<file path="src/rtl/u8dec_pkg.sv">
package u8dec_pkg;

  // Sequence length classes taken from the lead byte.
  typedef enum logic [2:0] {
    LenBad = 3'd0,
    Len1   = 3'd1,
    Len2   = 3'd2,
    Len3   = 3'd3,
    Len4   = 3'd4,
    Len5   = 3'd5,
    Len6   = 3'd6
  } seq_len_e;

  localparam int unsigned NumBytes   = 6;
  localparam int unsigned CpWidth    = 32;
  localparam int unsigned LenWidth   = 3;
  localparam int unsigned InWidth    = 56;
  localparam int unsigned OutWidth   = 40;
  localparam logic [CpWidth-1:0] FailValue = '1;
  localparam logic [2:0] MaxAvail = 3'd6;

  // Decoded fields of one result item.
  typedef struct packed {
    logic [CpWidth-1:0]  code_point;
    logic [LenWidth-1:0] skip_length;
    logic                decode_error;
  } dec_result_t;

  // Classify the lead byte.
  function automatic seq_len_e lead_length(input logic [7:0] b);
    seq_len_e len;
    len = LenBad;
    if (b[7] == 1'b0) begin
      len = Len1;
    end else if (b[7:5] == 3'b110) begin
      len = Len2;
    end else if (b[7:4] == 4'b1110) begin
      len = Len3;
    end else if (b[7:3] == 5'b11110) begin
      len = Len4;
    end else if (b[7:2] == 6'b111110) begin
      len = Len5;
    end else if (b[7:1] == 7'b1111110) begin
      len = Len6;
    end
    return len;
  endfunction

endpackage

</file>
<file path="src/rtl/utf8_char_decoder_unit.sv">
// An accepted input item is held in the input register, and its result is offered on the
// master side from the result register (one input register, one result register).
// Throughput: one item per cycle while the master side is ready; the decode is a single
// pass of mask-and-shift logic.
// Stalls: s_axis_tready_o drops only when both registers hold items and the result waits.
// Reset: rst_ni clears both valid flags at once; the data and result registers are not reset.
module utf8_char_decoder_unit
  import u8dec_pkg::*;
(
  input  logic                clk_i,
  input  logic                rst_ni,
  input  logic                s_axis_tvalid_i,
  output logic                s_axis_tready_o,
  // byte_0[7:0], byte_1[15:8], byte_2[23:16], byte_3[31:24], byte_4[39:32],
  // byte_5[47:40], available_bytes[50:48], zero fill [55:51]
  input  logic [InWidth-1:0]  s_axis_tdata_i,
  output logic                m_axis_tvalid_o,
  input  logic                m_axis_tready_i,
  // code_point[31:0], skip_length[34:32], decode_error[35], zero fill [39:36]
  output logic [OutWidth-1:0] m_axis_tdata_o
);

  logic               in_vld_q;
  logic [InWidth-1:0] in_data_q;
  logic               out_vld_q;
  dec_result_t        res_q, res_d;
  logic               adv_out;
  logic               adv_in;

  // The result register moves when it is empty or being drained.
  assign adv_out         = !out_vld_q || m_axis_tready_i;
  assign adv_in          = !in_vld_q || adv_out;
  assign s_axis_tready_o = adv_in;

  // Input register.
  always_ff @(posedge clk_i or negedge rst_ni) begin
    if (!rst_ni) begin
      in_vld_q <= 1'b0;
    end else if (adv_in) begin
      in_vld_q <= s_axis_tvalid_i;
    end
  end

  always_ff @(posedge clk_i) begin
    if (adv_in && s_axis_tvalid_i) begin
      in_data_q <= s_axis_tdata_i;
    end
  end

  // Decode logic.
  logic [7:0]          bytes_w [NumBytes];
  logic [2:0]          avail_w;
  seq_len_e            len_w;
  logic [NumBytes-1:0] cont_ok_w;
  logic                ok_w;
  logic [CpWidth-1:0]  cp_w;

  always_comb begin
    for (int i = 0; i < NumBytes; i++) begin
      bytes_w[i]   = in_data_q[8*i +: 8];
      cont_ok_w[i] = (bytes_w[i][7:6] == 2'b10);
    end
    avail_w = (in_data_q[50:48] > MaxAvail) ? MaxAvail : in_data_q[50:48];
    len_w   = lead_length(bytes_w[0]);

    ok_w = 1'b0;
    cp_w = '0;
    unique case (len_w)
      Len1: begin
        ok_w = 1'b1;
        cp_w = {25'd0, bytes_w[0][6:0]};
      end
      Len2: begin
        ok_w = cont_ok_w[1];
        cp_w = {21'd0, bytes_w[0][4:0], bytes_w[1][5:0]};
      end
      Len3: begin
        ok_w = &cont_ok_w[2:1];
        cp_w = {16'd0, bytes_w[0][3:0], bytes_w[1][5:0], bytes_w[2][5:0]};
      end
      Len4: begin
        ok_w = &cont_ok_w[3:1];
        cp_w = {11'd0, bytes_w[0][2:0], bytes_w[1][5:0], bytes_w[2][5:0],
                bytes_w[3][5:0]};
      end
      Len5: begin
        ok_w = &cont_ok_w[4:1];
        cp_w = {6'd0, bytes_w[0][1:0], bytes_w[1][5:0], bytes_w[2][5:0],
                bytes_w[3][5:0], bytes_w[4][5:0]};
      end
      Len6: begin
        ok_w = &cont_ok_w[5:1];
        cp_w = {1'b0, bytes_w[0][0], bytes_w[1][5:0], bytes_w[2][5:0],
                bytes_w[3][5:0], bytes_w[4][5:0], bytes_w[5][5:0]};
      end
      default: begin
        ok_w = 1'b0;
        cp_w = '0;
      end
    endcase

    // Too few bytes in the window also fails.
    if (avail_w < len_w) begin
      ok_w = 1'b0;
    end

    if (ok_w) begin
      res_d.code_point   = cp_w;
      res_d.skip_length  = len_w;
      res_d.decode_error = 1'b0;
    end else begin
      res_d.code_point   = FailValue;
      res_d.skip_length  = '0;
      res_d.decode_error = 1'b1;
    end
  end

  // Result register.
  always_ff @(posedge clk_i or negedge rst_ni) begin
    if (!rst_ni) begin
      out_vld_q <= 1'b0;
    end else if (adv_out) begin
      out_vld_q <= in_vld_q;
    end
  end

  always_ff @(posedge clk_i) begin
    if (adv_out && in_vld_q) begin
      res_q <= res_d;
    end
  end

  assign m_axis_tvalid_o = out_vld_q;
  assign m_axis_tdata_o  = {4'd0, res_q.decode_error, res_q.skip_length, res_q.code_point};

  // A failed decode always carries the fail value and a zero length.
  a_err_fields: assert property (@(posedge clk_i) disable iff (!rst_ni)
    (out_vld_q && res_q.decode_error) |->
      (res_q.code_point == FailValue && res_q.skip_length == '0))
    else $error("error result with wrong fields");

  // A good decode has a length from one to six.
  a_ok_len: assert property (@(posedge clk_i) disable iff (!rst_ni)
    (out_vld_q && !res_q.decode_error) |->
      (res_q.skip_length != '0 && res_q.skip_length <= MaxAvail))
    else $error("good result with bad length");

  // A stalled result is held until taken.
  a_hold: assert property (@(posedge clk_i) disable iff (!rst_ni)
    (out_vld_q && !m_axis_tready_i) |=> (out_vld_q && $stable(res_q)))
    else $error("stalled result changed");

  // A full input stage moves forward whenever the result side advances.
  a_move: assert property (@(posedge clk_i) disable iff (!rst_ni)
    (in_vld_q && adv_out) |=> out_vld_q)
    else $error("input item lost");

endmodule

</file>
<file path="config.mk">
export PLATFORM = sky130hd
export DESIGN_NAME = utf8_char_decoder_unit
export DESIGN_NICKNAME = d
export VERILOG_FILES = /design/src/rtl/u8dec_pkg.sv /design/src/rtl/utf8_char_decoder_unit.sv
export SDC_FILE = /design/constraint.sdc
export NUM_CORES = 1
export LEC_CHECK = 0
export BUFFER_PORTS_ARGS = -buffer_cell sky130_fd_sc_hd__buf_4
export CORE_ASPECT_RATIO = 0.6
export CORE_UTILIZATION = 54
export CTS_BUF_LIST = sky130_fd_sc_hd__clkbuf_8
export CTS_CLUSTER_SIZE = 24
export DETAILED_ROUTE_END_ITERATION = 10
export HOLD_SLACK_MARGIN = 0.05
export PLACE_DENSITY_LB_ADDON = 0.1
export RECOVER_POWER = 50
export SYNTH_ARGS = -nofsm -noshare
export SYNTH_HDL_FRONTEND = slang
export SYNTH_SLANG_ARGS = --single-unit
</file>
<file path="constraint.sdc">
create_clock -name clk_i -period 3.1 [get_ports clk_i]
set_clock_uncertainty 0.05 [all_clocks]
set_input_delay 0.155 -clock clk_i [delete_from_list [all_inputs] [get_ports clk_i]]
set_output_delay 0.155 -clock clk_i [all_outputs]
set_load 0.005 [all_outputs]
</file>
==> impl.org <==
** Synth
- Area fraction in and, or, nand and nor cells after synthesis :: between 10 and 15%
- In the synthesized netlist, the number of instances is 270.
- The synthesized netlist devotes 0.328% of its cell area to adder and majority cells.
- By instance count, the leading cell after synthesis is sky130_fd_sc_hd__edfxtp_1.
- Synth area leader :: sky130_fd_sc_hd__edfxtp_1
- After Yosys synthesis, XOR and XNOR cells account for 0% of the synthesized area.
- Averaged over all synthesized cells, the footprint is roughly 14 µm².
- Of the post-synthesis cell area, the dominant cell type holds 68.5%.
- Sorting the synthesized cells by area gives the leading types as sky130_fd_sc_hd__edfxtp_1 (69%), sky130_fd_sc_hd__a221oi_1 (3.7%), sky130_fd_sc_hd__nand2_1 (2.4%), sky130_fd_sc_hd__a22oi_1 (2.0%), sky130_fd_sc_hd__nand4_1 (1.8%).
- The cell area that synthesis handed to floorplanning was 3810 µm².
- Yosys mapped a number of flops with a built-in enable equal to 87.
- Count of warnings emitted by yosys :: 0
- Top cells by instance count after synthesis :: sky130_fd_sc_hd__edfxtp_1 (87), sky130_fd_sc_hd__nand2_1 (24), sky130_fd_sc_hd__a221oi_1 (16), sky130_fd_sc_hd__clkbuf_1 (11), sky130_fd_sc_hd__nand4_1 (11)
- By area, the combinational part of the netlist is dominated by compound AO/OA/AOI/OAI gates.
- The synthesized netlist devotes 14.1% of its cell area to compound gates.
- Part of the Yosys area used for sequential elements :: 69.8%
- In the synthesized netlist the dominant register cell turns out to be sky130_fd_sc_hd__edfxtp_1.
- Library cells used by synthesis :: 44
- In the synthesized netlist, mux cells make up 0.262% of the area.
- Synthesis inferred 89 register bits.
- Ys async rst share :: 2.25%

** Floorplan
- Core region area :: 6760 µm²
- From left edge to right edge, the die measures 110 µm.
- Num ports :: 102
- Effective utilization at floorplan :: 56.4%
- The floorplan step defined a die boundary enclosing 7410 µm².
- FP Rows :: 23
- Die height :: 67.1 µm

** Routing
- Initial DRT Pass Iterations :: 7
- For this run, design rule violations remaining after detail routing come to 0.
- After detailed routing, the average wire length per cell comes to around 19 µm.
- In this run, the number of DRC markers left after iteration 0 of detailed routing was 502.
- Detailed routing inserted a total of 3050 vias.
- In this run the remaining antenna-violating nets after routing total 0.
- Final WL :: 9760 µm
- Via density per instance :: 5.99

** Pwr
- IR analysis of the VDD net gives a maximum drop of ~0.00032 V.
- Leakage power :: 2.03 nW
- Power spread over the standard cell area amounts to 518 nW/µm².

** Critical path
- Crit path largest cell delay :: 640 ps
- Data arrival time of the worst path :: 2890 ps
- Type of origin of the critical path :: flop
- Peak fanout along the critical path :: 24
- Critical path start-end classification :: flop to flop
- The signal on the critical path passes through nor2b_1, a2bb2oi_1, a221oi_1, a22oi_4, buf_12, nor3b_1.
- The worst setup path is captured at a flop.
- The worst register-to-register path has a depth of 6.
- At the worst endpoint, the required time is 3230 ps.
- Critical-path top delay cell :: sky130_fd_sc_hd__edfxtp_1

** Final layout
- The multi-input combinational cells in the finished layout cover a total of 1000 µm².
- Filler cell count in the final layout :: 380
- The repair_antennas step left the layout with diodes totalling 0.
- Proportion of layout cells with a drive suffix above 1 :: 28.4%
- Final core area utilization :: between 70% and 80%
- Register area :: around 2700 µm²
- From synthesis to final layout, the design area changed by 40.3%.
- The final layout contains about 480 nets.

** Timing
- Final sum of negative setup slack :: 0 ps
- Maximum operating frequency :: 362 MHz
- Count of endpoints failing hold in the final timing report :: 0
- The total count of max-transition violations in the final report was 37.
- The worst path in the final design needs a cycle of 2760 ps, including I/O delays and setup.
- Final-report setup violation count :: 0
- Setup repair after global routing left no endpoint under its margin.
- Max-slew headroom :: -28.2%
- Actual slew at the worst max-slew pin :: 1920 ps
- Period utilisation layout :: 89.1%

** Clock tree
- Number of buffers added by the clock tree synthesis step :: 9
- Number of buffers on the longest clock path :: 2
- Clock-pin slew was measured on the worst setup and hold paths at about 90 ps.
- Clock tree from TritonCTS :: done
- The H-tree was split into 3 levels.
- Sinks on Clock Net :: between 80 and 90
- The cell sitting at the root of the clock tree is a sky130_fd_sc_hd__clkbuf_8.
- Resized cells post-CTS :: 0
- At the later pin of the worst-skew pair, clock insertion delay measures 370 ps.

** Placement
- DP Wirelength :: 6090 µm
- Port Buffers :: 92
- Routability-driven placement finished with a final weighted congestion of 0.889.

** Run
- Max-cap violations in this run came to 1.

** Run status
- Violations in the final reports :: max-capacitance violations, max-slew violations
- Status :: complete, but fails checks

** GRT
- Global routing used a little over a quarter of the available tracks across all layers.
- Global-route wire length before repair :: ~15000 µm
- Number of global-route vias before repair :: 2742
- The initial antenna violation count is 0.
- Grt total ovfl :: 0
- Pin count of the biggest net entering global routing :: 37

** Hold path
- The worst hold path belongs to the class input port to asynchronous set/reset pin.
-- what timing repair did --
| item | in CTS | in global routing |
|---|---|---|
| hold buffers | 54 | 0 |
| buffers inserted | 0 | 0 |
| setup endpoints to repair | 0 | 0 |
| hold endpoints to repair | 55 | 0 |
-- stage by stage --
| stage | area, µm² | hold WS [ps] | total power [mW] | cells | worst slack, ps |
|---|---|---|---|---|---|
| floorplan | 3820 | -191 | 1.65 | 273 | 864 |
| global placement | 4600 | -111 | 1.82 | 439 | 536 |
| detailed placement | 4600 | -110 | 1.83 | 439 | 498 |
| CTS | 5370 | 50.1 | 2.78 | 509 | 445 |
| global route | 5350 | 53.0 | 2.87 | 509 | 259 |
| finish | 5350 | 52.0 | 2.77 | 509 | 338 |
-- routing by layer --
layer  global-route usage [%]  routed length, µm
met5                        0                  0
met3                     7.83               1130
met4                     10.7                184
met2                     40.4               4280
met1                     38.8               4180
-- layout make-up --
| class | instances | share of cell area, % |
|---|---|---|
| timing repair buffer | 158 | 24.6 |
| clock inverter | 7 | 1.99 |
| sequential | 89 | 49.8 |
| inverter | 8 | 0.561 |
| clock buffer | 9 | 2.31 |
| multi-input combinational | 151 | 18.7 |
| tap | 87 | 2.03 |
-- state kept, by name, summed over array words and instances, names as in the netlist --
name and cells:
m_axis_tvalid_o 1, in_vld_q 1, m_axis_tdata_o 36, in_data_q 51
-- report_power, final --
group	switching [mW]	total [mW]	leakage (nW)	internal (mW)
registers	0.0612	1.50	0.841	1.44
logic	0.171	0.362	1.08	0.191
clock network	0.439	0.910	0.117	0.471
-- cell families after synthesis --
kind of cell / Yosys count
buf+inv: 33
other cells: 1
compound gates: 67
fa+ha+maj: 1
flops: 89
mux: 1
simple gates: 78
-- worst max-delay path: cells and delay by family, from the launching register on --
kind	cells	cell delay, ps
flip-flops	1	640
AO/OA/AOI/OAI	3	1090
AND/OR/NAND/NOR	2	570
buffers and inverters	1	220
-- path summary, 6_finish.rpt --
kind                                        start  slack (ps)                          endpoint
max                        in_data_q[3]$_DFFE_PP_         340  m_axis_tdata_o[34]$_SDFFCE_PN0P_
min                                        rst_ni          50       m_axis_tvalid_o$_DFFE_PN0P_
max reg2reg                in_data_q[3]$_DFFE_PP_         340  m_axis_tdata_o[34]$_SDFFCE_PN0P_
min reg2reg                  in_vld_q$_DFFE_PN0N_         440       m_axis_tvalid_o$_DFFE_PN0P_
max in group asynchronous                  rst_ni        2820              in_vld_q$_DFFE_PN0N_
min in group clk_i           in_vld_q$_DFFE_PN0N_         440       m_axis_tvalid_o$_DFFE_PN0P_
-- cells in the final DEF (no fill, tap or decap), types with 2 or more instances in the layout --
| cell type | count |
|---|---|
| sky130_fd_sc_hd__clkbuf_4 | 88 |
| sky130_fd_sc_hd__edfxtp_1 | 87 |
| sky130_fd_sc_hd__dlygate4sd3_1 | 54 |
| sky130_fd_sc_hd__nand2_1 | 24 |
| sky130_fd_sc_hd__a221oi_1 | 16 |
| sky130_fd_sc_hd__nand4_1 | 11 |
| sky130_fd_sc_hd__buf_4 | 11 |
| sky130_fd_sc_hd__a22oi_1 | 10 |
| sky130_fd_sc_hd__clkbuf_8 | 9 |
| sky130_fd_sc_hd__nand3_1 | 8 |
| sky130_fd_sc_hd__inv_1 | 8 |
| sky130_fd_sc_hd__a21oi_1 | 8 |
| sky130_fd_sc_hd__nor2b_1 | 7 |
| sky130_fd_sc_hd__nand2b_1 | 6 |
| sky130_fd_sc_hd__a22o_1 | 6 |
| sky130_fd_sc_hd__a222oi_1 | 6 |
| sky130_fd_sc_hd__a31oi_1 | 4 |
| sky130_fd_sc_hd__nor2_1 | 4 |
| sky130_fd_sc_hd__o21ai_0 | 4 |
| sky130_fd_sc_hd__and3_1 | 4 |
| sky130_fd_sc_hd__conb_1 | 4 |
| sky130_fd_sc_hd__inv_6 | 4 |
| sky130_fd_sc_hd__clkbuf_1 | 4 |
| sky130_fd_sc_hd__nand3b_1 | 3 |
| sky130_fd_sc_hd__and2_1 | 2 |
| sky130_fd_sc_hd__a2bb2oi_1 | 2 |
| sky130_fd_sc_hd__nor3b_1 | 2 |
| sky130_fd_sc_hd__o211ai_1 | 2 |
| sky130_fd_sc_hd__bufinv_16 | 2 |
| sky130_fd_sc_hd__dfrtp_1 | 2 |
Note: power is estimated with default switching activity, not from simulation.
